--- config.mk ---
export PLATFORM = sky130hd
export DESIGN_NAME = adts_frame_packetizer
export DESIGN_NICKNAME = d
export VERILOG_FILES = /design/src/rtl/afp_pkg.sv /design/src/rtl/adts_frame_packetizer.sv /design/src/rtl/afp_cfg_regs.sv /design/src/rtl/afp_in_reg.sv /design/src/rtl/afp_frame_logic.sv /design/src/rtl/afp_out_stage.sv
export SDC_FILE = /design/constraint.sdc
export NUM_CORES = 1
export LEC_CHECK = 0
export BUFFER_PORTS_ARGS = -buffer_cell sky130_fd_sc_hd__buf_2
export CORE_AREA = 4 4 198 200
export DETAILED_ROUTE_END_ITERATION = 6
export DIE_AREA = 0 0 202 204
export GPL_TIMING_DRIVEN = 0
export PLACE_DENSITY = 0.85
export SYNTH_ARGS = -nofsm -noshare
export SYNTH_HDL_FRONTEND = slang
export SYNTH_SLANG_ARGS = --single-unit
export TNS_END_PERCENT = 20
--- constraint.sdc ---
create_clock -name clk -period 8.8 [get_ports clk]
set_clock_uncertainty 0.05 [all_clocks]
set_input_delay 1.32 -clock clk [delete_from_list [all_inputs] [get_ports clk]]
set_output_delay 1.32 -clock clk [all_outputs]
set_load 0.1 [all_outputs]
--- src/rtl/afp_pkg.sv ---
// Package for the ADTS frame packetizer: channel word types, request and
// result codes, the sample rate table and the header constants.
// No dependencies.
`default_nettype none

package afp_pkg;

  localparam int HDR_LEN  = 7;
  localparam int BEAT_W   = $clog2(HDR_LEN);
  localparam logic [BEAT_W-1:0] HDR_LAST = BEAT_W'(HDR_LEN - 1);

  localparam int CFG_W    = 62;
  localparam int CFG_IDX_W = 3;
  localparam int RATES    = 12;

  localparam logic [7:0] ADTS_SYNC0    = 8'hFF;
  localparam logic [7:0] ADTS_SYNC1    = 8'hF1;
  localparam logic [1:0] ADTS_PROFILE  = 2'b01;
  localparam logic [4:0] ADTS_FULL_HI  = 5'h1F;
  localparam logic [7:0] ADTS_LAST     = 8'hFC;

  localparam logic [16:0] RATE_TABLE [RATES] = '{
    17'd96000, 17'd88200, 17'd64000, 17'd48000, 17'd44100, 17'd32000,
    17'd24000, 17'd22050, 17'd16000, 17'd12000, 17'd11025, 17'd8000
  };

  typedef enum logic [1:0] {
    REQ_FRAME  = 2'd0,
    REQ_BYTE   = 2'd1,
    REQ_PAUSE  = 2'd2,
    REQ_RESUME = 2'd3
  } req_t;

  typedef enum logic [2:0] {
    KIND_BYTE        = 3'd0,
    KIND_PAUSED_DROP = 3'd1,
    KIND_CONFIG_DROP = 3'd2,
    KIND_SIZE_LIMIT  = 3'd3,
    KIND_DUR_LIMIT   = 3'd4,
    KIND_BAD_RATE    = 3'd5,
    KIND_STOPPED     = 3'd6
  } kind_t;

  typedef enum logic [CFG_IDX_W-1:0] {
    CFG_SAMPLE_RATE  = 3'd0,
    CFG_CHANNELS     = 3'd1,
    CFG_MAX_SIZE     = 3'd2,
    CFG_MAX_DURATION = 3'd3,
    CFG_FRAME_DUR    = 3'd4
  } cfg_idx_t;

  typedef struct packed {
    logic [1:0]  req_type;
    logic [12:0] payload_length;
    logic [61:0] timestamp_us;
    logic        codec_config;
    logic [7:0]  payload_byte;
  } afp_in_t;

  typedef struct packed {
    logic [7:0]  out_byte;
    logic [2:0]  out_kind;
    logic        last;
    logic [47:0] size_so_far;
  } afp_out_t;

  typedef struct packed {
    logic [16:0] sample_rate_hz;
    logic [1:0]  channel_count;
    logic [47:0] max_size_bytes;
    logic [61:0] max_duration_us;
    logic [19:0] frame_duration_us;
  } afp_cfg_t;

  // Result descriptor handed from the frame logic to the output stage.
  typedef struct packed {
    logic        valid;
    logic        hdr;
    logic [7:0]  data;
    kind_t       kind;
    logic [47:0] size;
    logic [3:0]  freq_idx;
    logic [1:0]  chan;
    logic [12:0] flen;
  } afp_desc_t;

  typedef struct packed {
    logic       found;
    logic [3:0] idx;
  } rate_hit_t;

  function automatic rate_hit_t rate_lookup(input logic [16:0] rate);
    rate_hit_t hit;
    hit = '0;
    for (int i = RATES - 1; i >= 0; i--) begin
      if (rate == RATE_TABLE[i]) begin
        hit.found = 1'b1;
        hit.idx   = 4'(i);
      end
    end
    return hit;
  endfunction

endpackage

`default_nettype wire

--- src/rtl/adts_frame_packetizer.sv ---
// ADTS frame packetizer, top level. Ties together the configuration
// registers, input register, frame logic and output stage. Depends on afp_pkg.
//
// Usage: words arrive on in_valid/in_ready/in_data: frame start, payload
// byte, pause or resume. Results leave on out_valid/out_ready/out_data, one
// word per result. A frame start that passes all checks gives seven header
// bytes, with last set on the seventh; its payload bytes then pass through
// one result each. Drops, limit stops, a bad rate and words after a stop give
// one status word each. Pause, resume and dropped or stray bytes give none.
// A result passes the input register, then the output register. While the
// receiver is ready, throughput is one word per cycle for payload bytes and
// single-result words; a header holds the output for its seven bytes, while
// one further word waits in the input register. A stalled receiver freezes
// the output register; the input register then fills and in_ready drops.
// Configuration is written through cfg_we, cfg_index and cfg_wdata by the user
// only while the block is idle (not enforced). Synchronous reset clears all
// stream state and loads the default configuration; no clearing pass.
`default_nettype none

module adts_frame_packetizer
  import afp_pkg::*;
(
  input  wire logic                 clk,
  input  wire logic                 rst_n,
  input  wire logic                 in_valid,
  output logic                      in_ready,
  input  afp_in_t                   in_data,
  output logic                      out_valid,
  input  wire logic                 out_ready,
  output afp_out_t                  out_data,
  input  wire logic                 cfg_we,
  input  wire logic [CFG_IDX_W-1:0] cfg_index,
  input  wire logic [CFG_W-1:0]     cfg_wdata
);

  afp_cfg_t  cfg;
  logic      held_valid;
  afp_in_t   held_data;
  logic      out_free;
  logic      fire;
  afp_desc_t desc;

  assign fire = held_valid && out_free;

  afp_cfg_regs u_cfg (
    .clk       (clk),
    .rst_n     (rst_n),
    .cfg_we    (cfg_we),
    .cfg_index (cfg_index),
    .cfg_wdata (cfg_wdata),
    .cfg       (cfg)
  );

  afp_in_reg u_in (
    .clk        (clk),
    .rst_n      (rst_n),
    .in_valid   (in_valid),
    .in_ready   (in_ready),
    .in_data    (in_data),
    .take       (fire),
    .held_valid (held_valid),
    .held_data  (held_data)
  );

  afp_frame_logic u_frame (
    .clk   (clk),
    .rst_n (rst_n),
    .fire  (fire),
    .item  (held_data),
    .cfg   (cfg),
    .desc  (desc)
  );

  afp_out_stage u_out (
    .clk       (clk),
    .rst_n     (rst_n),
    .fire      (fire),
    .desc      (desc),
    .free      (out_free),
    .out_valid (out_valid),
    .out_ready (out_ready),
    .out_data  (out_data)
  );

endmodule

`default_nettype wire

--- src/rtl/afp_cfg_regs.sv ---
// Configuration register file of the ADTS frame packetizer.
// Depends on afp_pkg for the register codes and the afp_cfg_t bundle.
`default_nettype none

module afp_cfg_regs
  import afp_pkg::*;
(
  input  wire logic                 clk,
  input  wire logic                 rst_n,
  input  wire logic                 cfg_we,
  input  wire logic [CFG_IDX_W-1:0] cfg_index,
  input  wire logic [CFG_W-1:0]     cfg_wdata,
  output afp_cfg_t                  cfg
);

  afp_cfg_t cfg_r, cfg_nxt;

  always_comb begin
    cfg_nxt = cfg_r;
    if (cfg_we) begin
      unique case (cfg_idx_t'(cfg_index))
        CFG_SAMPLE_RATE:  cfg_nxt.sample_rate_hz    = cfg_wdata[16:0];
        CFG_CHANNELS:     cfg_nxt.channel_count     = cfg_wdata[1:0];
        CFG_MAX_SIZE:     cfg_nxt.max_size_bytes    = cfg_wdata[47:0];
        CFG_MAX_DURATION: cfg_nxt.max_duration_us   = cfg_wdata[61:0];
        CFG_FRAME_DUR:    cfg_nxt.frame_duration_us = cfg_wdata[19:0];
        default: ;
      endcase
    end
  end

  always_ff @(posedge clk) begin
    if (!rst_n) begin
      cfg_r.sample_rate_hz    <= 17'd44100;
      cfg_r.channel_count     <= 2'd2;
      cfg_r.max_size_bytes    <= '0;
      cfg_r.max_duration_us   <= '0;
      cfg_r.frame_duration_us <= 20'd23220;
    end else begin
      cfg_r <= cfg_nxt;
    end
  end

  assign cfg = cfg_r;

endmodule

`default_nettype wire

--- src/rtl/afp_in_reg.sv ---
// Input register of the ADTS frame packetizer: holds one accepted word
// until the frame logic takes it. Depends on afp_pkg for afp_in_t.
`default_nettype none

module afp_in_reg
  import afp_pkg::*;
(
  input  wire logic clk,
  input  wire logic rst_n,
  input  wire logic in_valid,
  output logic      in_ready,
  input  afp_in_t   in_data,
  input  wire logic take,
  output logic      held_valid,
  output afp_in_t   held_data
);

  logic    valid_r, valid_nxt;
  afp_in_t data_r;

  assign in_ready  = !valid_r || take;
  assign valid_nxt = in_ready ? in_valid : valid_r;

  always_ff @(posedge clk) begin
    if (!rst_n) begin
      valid_r <= 1'b0;
    end else begin
      valid_r <= valid_nxt;
    end
  end

  always_ff @(posedge clk) begin
    if (in_ready && in_valid) begin
      data_r <= in_data;
    end
  end

  assign held_valid = valid_r;
  assign held_data  = data_r;

endmodule

`default_nettype wire

--- src/rtl/afp_frame_logic.sv ---
// Frame logic of the ADTS frame packetizer: stream state, size and duration
// limits, pause handling and rate lookup. Produces at most one result
// descriptor per processed word. Depends on afp_pkg.
`default_nettype none

module afp_frame_logic
  import afp_pkg::*;
(
  input  wire logic clk,
  input  wire logic rst_n,
  input  wire logic fire,
  input  afp_in_t   item,
  input  afp_cfg_t  cfg,
  output afp_desc_t desc
);

  logic        paused_r, paused_nxt;
  logic        resumed_r, resumed_nxt;
  logic        stopped_r, stopped_nxt;
  logic        pass_r, pass_nxt;
  logic [12:0] left_r, left_nxt;
  logic [47:0] est_size_r, est_size_nxt;
  logic [61:0] est_dur_r, est_dur_nxt;
  logic [63:0] max_adj_r, max_adj_nxt;
  logic [63:0] pause_off_r, pause_off_nxt;

  logic [13:0] add_len;
  logic [48:0] size_sum;
  logic [47:0] size_sat;
  logic        size_stop;
  logic        dur_stop;
  logic [63:0] ts64;
  logic [63:0] off_resumed;
  logic [63:0] adj;
  logic        adj_gt;
  rate_hit_t   hit;

  assign add_len  = 14'(item.payload_length) + 14'(HDR_LEN);
  assign size_sum = {1'b0, est_size_r} + 49'(add_len);
  assign size_sat = size_sum[48] ? '1 : size_sum[47:0];
  assign size_stop = (cfg.max_size_bytes != '0) && (size_sat >= cfg.max_size_bytes);
  // The running maximum reaches the limit if either operand does.
  assign dur_stop = (cfg.max_duration_us != '0) &&
                    ((item.timestamp_us >= cfg.max_duration_us) ||
                     (est_dur_r >= cfg.max_duration_us));
  assign ts64        = {2'b00, item.timestamp_us};
  assign off_resumed = pause_off_r + ts64 - max_adj_r - 64'(cfg.frame_duration_us);
  // After a resume the timestamp cancels out of the adjusted time, which
  // keeps the compare below off the end of the offset sum.
  assign adj         = resumed_r ?
                       (max_adj_r + 64'(cfg.frame_duration_us) - pause_off_r) :
                       (ts64 - pause_off_r);
  assign adj_gt      = $signed(adj) > $signed(max_adj_r);
  assign hit         = rate_lookup(cfg.sample_rate_hz);

  always_comb begin
    paused_nxt    = paused_r;
    resumed_nxt   = resumed_r;
    stopped_nxt   = stopped_r;
    pass_nxt      = pass_r;
    left_nxt      = left_r;
    est_size_nxt  = est_size_r;
    est_dur_nxt   = est_dur_r;
    max_adj_nxt   = max_adj_r;
    pause_off_nxt = pause_off_r;

    desc          = '0;
    desc.kind     = KIND_BYTE;
    desc.freq_idx = hit.idx;
    desc.chan     = cfg.channel_count;
    desc.flen     = add_len[12:0];

    if (fire) begin
      if (stopped_r) begin
        desc.valid = 1'b1;
        desc.kind  = KIND_STOPPED;
      end else begin
        case (req_t'(item.req_type))
          REQ_PAUSE: begin
            paused_nxt = 1'b1;
          end
          REQ_RESUME: begin
            if (paused_r) begin
              paused_nxt  = 1'b0;
              resumed_nxt = 1'b1;
            end
          end
          REQ_BYTE: begin
            if (left_r != '0) begin
              left_nxt = left_r - 13'd1;
              if (pass_r) begin
                desc.valid = 1'b1;
                desc.data  = item.payload_byte;
              end
            end
          end
          default: begin
            left_nxt = item.payload_length;
            pass_nxt = 1'b0;
            desc.valid = 1'b1;
            if (paused_r) begin
              desc.kind = KIND_PAUSED_DROP;
            end else begin
              est_size_nxt = size_sat;
              if (size_stop) begin
                stopped_nxt = 1'b1;
                left_nxt    = '0;
                desc.kind   = KIND_SIZE_LIMIT;
              end else if (item.codec_config) begin
                desc.kind = KIND_CONFIG_DROP;
              end else begin
                if (item.timestamp_us > est_dur_r) begin
                  est_dur_nxt = item.timestamp_us;
                end
                if (resumed_r) begin
                  pause_off_nxt = off_resumed;
                  resumed_nxt   = 1'b0;
                end
                if (adj_gt) begin
                  max_adj_nxt = adj;
                end
                if (dur_stop) begin
                  stopped_nxt = 1'b1;
                  left_nxt    = '0;
                  desc.kind   = KIND_DUR_LIMIT;
                end else if (!hit.found) begin
                  stopped_nxt = 1'b1;
                  left_nxt    = '0;
                  desc.kind   = KIND_BAD_RATE;
                end else begin
                  desc.hdr = 1'b1;
                  pass_nxt = 1'b1;
                end
              end
            end
          end
        endcase
      end
    end
    desc.size = est_size_nxt;
  end

  always_ff @(posedge clk) begin
    if (!rst_n) begin
      paused_r    <= 1'b0;
      resumed_r   <= 1'b0;
      stopped_r   <= 1'b0;
      pass_r      <= 1'b0;
      left_r      <= '0;
      est_size_r  <= '0;
      est_dur_r   <= '0;
      max_adj_r   <= '0;
      pause_off_r <= '0;
    end else begin
      paused_r    <= paused_nxt;
      resumed_r   <= resumed_nxt;
      stopped_r   <= stopped_nxt;
      pass_r      <= pass_nxt;
      left_r      <= left_nxt;
      est_size_r  <= est_size_nxt;
      est_dur_r   <= est_dur_nxt;
      max_adj_r   <= max_adj_nxt;
      pause_off_r <= pause_off_nxt;
    end
  end

  a_stop_sticky: assert property (@(posedge clk) disable iff (!rst_n)
    stopped_r |=> stopped_r)
    else $error("stopped state was left without reset");

  a_stop_no_pass: assert property (@(posedge clk) disable iff (!rst_n)
    stopped_r |-> (!pass_r && left_r == '0))
    else $error("payload still pending after stop");

  a_size_monotonic: assert property (@(posedge clk) disable iff (!rst_n)
    ##1 (est_size_r >= $past(est_size_r)))
    else $error("estimated size decreased");

endmodule

`default_nettype wire

--- src/rtl/afp_out_stage.sv ---
// Output register and header sequencer of the ADTS frame packetizer. A
// header descriptor is played out as seven bytes. Depends on afp_pkg.
`default_nettype none

module afp_out_stage
  import afp_pkg::*;
(
  input  wire logic clk,
  input  wire logic rst_n,
  input  wire logic fire,
  input  afp_desc_t desc,
  output logic      free,
  output logic      out_valid,
  input  wire logic out_ready,
  output afp_out_t  out_data
);

  logic              valid_r, valid_nxt;
  logic [BEAT_W-1:0] beat_r, beat_nxt;
  afp_desc_t         desc_r;
  logic              final_beat;
  logic [7:0]        hdr_byte;

  assign final_beat = !desc_r.hdr || (beat_r == HDR_LAST);
  assign free       = !valid_r || (out_ready && final_beat);

  always_comb begin
    valid_nxt = valid_r;
    beat_nxt  = beat_r;
    if (free) begin
      valid_nxt = fire && desc.valid;
      beat_nxt  = '0;
    end else if (out_ready) begin
      beat_nxt = beat_r + BEAT_W'(1);
    end
  end

  always_ff @(posedge clk) begin
    if (!rst_n) begin
      valid_r <= 1'b0;
      beat_r  <= '0;
    end else begin
      valid_r <= valid_nxt;
      beat_r  <= beat_nxt;
    end
  end

  always_ff @(posedge clk) begin
    if (free) begin
      desc_r <= desc;
    end
  end

  always_comb begin
    case (beat_r)
      3'd0:    hdr_byte = ADTS_SYNC0;
      3'd1:    hdr_byte = ADTS_SYNC1;
      3'd2:    hdr_byte = {ADTS_PROFILE, desc_r.freq_idx, 2'b00};
      3'd3:    hdr_byte = {desc_r.chan, 4'b0000, desc_r.flen[12:11]};
      3'd4:    hdr_byte = desc_r.flen[10:3];
      3'd5:    hdr_byte = {desc_r.flen[2:0], ADTS_FULL_HI};
      3'd6:    hdr_byte = ADTS_LAST;
      default: hdr_byte = 8'h00;
    endcase
  end

  assign out_valid            = valid_r;
  assign out_data.out_byte    = desc_r.hdr ? hdr_byte : desc_r.data;
  assign out_data.out_kind    = desc_r.kind;
  assign out_data.last        = final_beat;
  assign out_data.size_so_far = desc_r.size;

  a_beat_range: assert property (@(posedge clk) disable iff (!rst_n)
    valid_r |-> (beat_r <= HDR_LAST))
    else $error("header beat counter out of range");

  a_single_no_beat: assert property (@(posedge clk) disable iff (!rst_n)
    (valid_r && !desc_r.hdr) |-> (beat_r == '0))
    else $error("beat counter moved on a single-word result");

  a_hdr_advance: assert property (@(posedge clk) disable iff (!rst_n)
    (valid_r && desc_r.hdr && out_ready && !final_beat) |=>
      (valid_r && beat_r == $past(beat_r) + BEAT_W'(1)))
    else $error("header sequence skipped or lost a byte");

endmodule

`default_nettype wire
After elaboration in Yosys (flattened, before gate mapping)

Index checks and enable logic that the tools add are counted.

Bits in registers: 425
Output and inout bits: 62
Word-level logic and storage cells: 164

Add/subtract/negate cells: 4
Order comparisons: 4
Eq/ne operators: 25
Muxes and demuxes: 56
Bitwise gates (word level): 11
Reduce and logical (&&, ||, !) cells: 35

Operator list:

| kind                    | count |
|---|---|
| $mux W48                | 5 |
| $ge A62 B62 Y1          | 2 |
| $mux W13                | 7 |
| $gt A62 B62 Y1          | 1 |
| $reduce_bool A62 Y1     | 1 |
| $mux W5                 | 12 |
| $pmux W8 S7             | 1 |
| $eq A17 B14 Y1 const B  | 3 |
| $eq A17 B15 Y1 const B  | 3 |
| $eq A17 B16 Y1 const B  | 3 |
| $add A48 B14 Y49        | 1 |
| $ge A48 B48 Y1          | 1 |
| $reduce_bool A48 Y1     | 1 |
| $eq A17 B17 Y1 const B  | 2 |
| $mux W8                 | 4 |
| $pmux W13 S2            | 1 |
| $mux W3                 | 7 |
| $eq A17 B13 Y1 const B  | 1 |
| $mux W1                 | 16 |
| $add A13 B3 Y14 const B | 1 |
| $reduce_bool A13 Y1     | 1 |
| $sub A13 B1 Y13 const B | 1 |
| $eq A3 B2 Y1 const B    | 4 |
| $not A1 Y1              | 11 |
| 22 further kinds        | 45 |

Logic depth before layout (Yosys ltp)

Depth after elaboration: 22
Mapped depth: 28

Hierarchy

Synthesis repeated with hierarchy kept, for this count alone.

Cell total of the unflattened synthesis: 2727
Area, all modules: 25421.9 um^2

By module, submodules not included:

| module                | times used | cells each | area each (um^2) |
|---|---|---|---|
| afp_frame_logic       | 1          | 1857       | 13735.7 |
| afp_cfg_regs          | 1          | 572        | 5695.5 |
| afp_out_stage         | 1          | 206        | 3344.5 |
| afp_in_reg            | 1          | 91         | 2640.0 |
| adts_frame_packetizer | 1          | 1          | 6.3 |

Least setup slack after synthesis

OpenSTA, ideal clock, no wires.

Path type: reg-to-reg
From: reg u_in.data_r (netlist bit u_in.held_data[74])
To: reg u_frame.est_dur_r[10]
Arrival: 5288 ps
Slack: 3375 ps
Cell stages (with the launch flop): 27
Buffers on the path: 5
Path through: edfxtp_1 and3_1 and3_1 and2_1 xor2_1 ha_1 a21o_1 a21oi_1 o21bai_1 a21boi_1 a211o_1 buf_2 buf_2 buf_1 nand2_1 ha_1 a211o_1 a31oi_1 or4_1 a21oi_1 o41ai_2 a31oi_2 nor4_4 buf_6 buf_6 nand3_1 o31ai_1

RTL lines:

| element                | line                   | text |
|---|---|---|
| start, declared        | afp_in_reg.sv:19       | `afp_in_t data_r;` |
| start signal, assigned | afp_in_reg.sv:34       | `data_r <= in_data;` |
| end signal, assigned   | afp_frame_logic.sv:161 | `est_dur_r <= est_dur_nxt;` |
| end, declared          | afp_frame_logic.sv:23  | `logic [61:0] est_dur_r, est_dur_nxt;` |

==> flow_metrics.tcl <==
set metrics [dict create \
    status "finished with violations" \
    violations "design-rule violations" \
    maxCapViolCount 0 \
    portBuffers 215 \
    vias 21662 \
    antenna_found_initial 0 \
    wirelength_mm 73.1 \
    syn_area_per_cell_um2 8.93 \
    drtIter0Drc 1765 \
    synth_edf_count 165 \
    cts-resized-gates 0 \
    insertion_delay_ns 0.58 \
    nets 3372 \
    regToRegStartpoint "u_in.held_data[71]" \
    cp_max_fo 10 \
    hold_start "u_cfg.cfg[130]" \
    final_cells 3505 \
    synth.largest_area_cell "dfxtp_1" \
    drt_first_pass_iters 7 \
    synthTopCellsByCount "417 x nand2_1, 260 x a21oi_1, 260 x dfxtp_1" \
    synth_cell_type_count 87 \
    stdcell_area_um2 27300 \
    grt_pass1_vias 21147 \
    num_antenna_cells 0 \
    dpl-instance-area_um2 25800 \
    netlist_instances 2698 \
    slew_viol_final 0 \
    grt_usage 0.345 \
    syn_nets 3110 \
    avgRoutedWirePerCell_um 20.9 \
    grt_max_degree 84 \
    cts_root_buf "clkbuf_16" \
    drc 1 \
    yosys_warnings 0 \
    ys_seq_area_frac 0.422 \
    nFillCells 2784 \
    ys.flop_type "dfxtp_1" \
    clock_sinks 425 \
    critPathCaptureType "flop" \
    holdBufCountCts 0 \
    synth.area.top_cells "dfxtp_1 22%, edfxtp_1 21%, ha_1 13%" \
    numCtsBuffers 44 \
    reg2reg_depth 25 \
    die_h_um 204 \
    ant_nets 0 \
    endpoint "u_frame.est_dur_r[61]" \
    clkTransAtPathRegs_ns 0.06 \
    finalSetupViolCount 0 \
    p_leak_nw 11.1 \
    max_freq_mhz 135 \
    htree_levels 2 \
    tightest_slew_ns 1.36 \
    rsz0062_at_grt "false" \
    whs_ns 0.401 \
    die_x_um 202 \
    cp-start-kind "flop" \
    layout-drive-gt1-share 0.131 \
    grt_pass1_wl_mm 113 \
    worstPathRequired_ns 9.16 \
    cts_buffer_depth 3 \
    async_reset_ff_frac 0 \
    ys_seq_elements 425 \
    startpoint "u_in.held_data[71]" \
    finalCritPeriodShare 0.842 \
    gr-total-overflow 0 \
    syn_area_um2 24100 \
    yosysTopAreaCellShare 0.216 \
    dieArea_um2 41200 \
    area_delta_synth_final_pct 13.4 \
    rows 71 \
    yosysMostFrequentCell "nand2_1" \
    start_util 0.644 \
    ioPinCount 218 \
    ir_worst_vdd_mv 0.167 \
    max_slew_margin 0.0923 \
    gp_congestion 0.973 \
    setup_tns_ns 0 \
    period_minus_slack_ns 7.41 \
    power_density_nw_per_um2 171 \
    criticalPathCategory "flop to flop" \
    worstHoldPathType "flop to flop" \
    via_per_inst 6.18 \
    place_hpwl_mm 56.7 \
    coreArea_um2 37400 \
    cts_tree "built" \
    dp.cells 3425 \
    r2r-end "u_frame.est_dur_r[61]" \
    regToRegSetupSlack_ns 1.39 \
    post_cts_buffers 0 \
    hold_viol_final 0 \
    critPathArrivalTime_ns 7.77 \
]
## area by class of cell
| class | count | area (um2) | share of cell area |
|---|---|---|---|
| clock buffer | 61 | 1290 | 0.0472 |
| sequential | 425 | 10200 | 0.372 |
| tap | 511 | 639 | 0.0234 |
| clock inverter | 19 | 190 | 0.00696 |
| timing repair buffer | 216 | 1100 | 0.0404 |
| buffer | 170 | 910 | 0.0333 |
| multi-input combinational | 1885 | 12200 | 0.447 |
| inverter | 218 | 821 | 0.0300 |
## worst min-delay path by stage
stage | end | slack [ns] | cells past startpoint
2_1_floorplan | u_out.desc_r[13] | 0.35 | 0
3_3_place_gp | u_out.desc_r[13] | 0.36 | 0
3_5_place_dp | u_out.desc_r[13] | 0.38 | 0
4_1_cts | u_out.desc_r[13] | 0.39 | 0
5_1_grt | u_out.desc_r[13] | 0.42 | 0
6_report | u_out.desc_r[13] | 0.40 | 0
## worst max-delay path: stages (launching register included)
cell,delay (ns)
edfxtp_1,0.44
inv_1,0.17
ha_1,0.22
nand2b_1,0.10
and2_1,0.18
xor2_1,0.33
ha_1,0.36
a21o_1,0.20
a21oi_1,0.14
o21bai_1,0.11
a21boi_1,0.44
a211o_1,0.21
buf_2,0.26
buf_2,0.29
buf_1,0.34
nand2_1,0.15
ha_1,0.32
nand4_1,0.17
nor3_1,0.34
nand4_1,0.22
nor3_1,0.31
o41ai_2,0.13
a31oi_2,0.66
nor4_4,0.23
clkbuf_1,0.29
o31ai_1,0.55
## power by group
| part | switching (mW) | internal, mW | leakage (nW) |
|---|---|---|---|
| Clock | 0.796 | 1.12 | 0.714 |
| Sequential | 0.0535 | 2.11 | 3.88 |
| Combinational | 0.404 | 0.204 | 6.47 |
## per-stage QoR
| step | worst slack [ns] | util | power, mW |
|---|---|---|---|
| detailed placement | 1.62 | 0.691 | 2.79 |
| floorplan | 3.37 | - | 2.59 |
| CTS | 1.53 | 0.731 | 4.68 |
| global placement | 1.74 | 0.690 | 2.77 |
| finish | 1.39 | 0.731 | 4.68 |
| global route | 1.01 | 0.731 | 4.84 |
## state kept, by name, summed over array words and instances, names as in the netlist
register            flops
u_frame.pass_r          1
u_frame.paused_r        1
u_out.out_data         51
u_cfg.cfg             129
u_frame.est_size_r     48
u_out.beat_r            3
u_out.desc_r           28
u_frame.stopped_r       1
u_frame.est_dur_r      62
u_out.out_valid         1
u_frame.left_r         13
u_in.held_valid         1
u_in.held_data         86
## placed cells by master, fill, tap and decap left out, types with 9 or more instances in the layout
master       n
and2_1      48
nand2_1    417
nor2b_1     15
clkbuf_1    98
o21ai_0     75
ha_1       255
nor3_1      43
inv_1      217
nand2b_1    18
buf_2      225
o22ai_1     15
clkbuf_16   47
xor2_1      14
nor2_1      96
a221oi_1    10
and4_1      11
buf_4       55
a31oi_1     27
a21oi_1    260
and3_1      20
nand4_1     59
nand3_1    144
or3_1       11
xnor2_1     36
dfxtp_1    260
edfxtp_1   165
nor4_1      49
a211oi_1    14
o31ai_1     71
o21a_1      10
mux2_2       9
a21o_1      35
## routing by layer
layer	GRT usage	share of wire	up-vias
met3	0.0560	0.072	279
met1	0.420	0.39	10152
met5	0	0	-
li1	-	-	10154
met2	0.589	0.48	1077
met4	0.188	0.062	0
## kinds of logic after synthesis
| logic type | Yosys count | synth area share |
|---|---|---|
| buffers and inverters | 388 | 0.0717 |
| AOI/OAI and AO/OA | 596 | 0.154 |
| adders and majority gates | 256 | 0.133 |
| muxes | 11 | 0.00509 |
| DFF | 425 | 0.422 |
| and+or+nand+nor | 972 | 0.196 |
| xor gates and xnor gates | 50 | 0.0182 |
(Power assumes the default switching activity.)
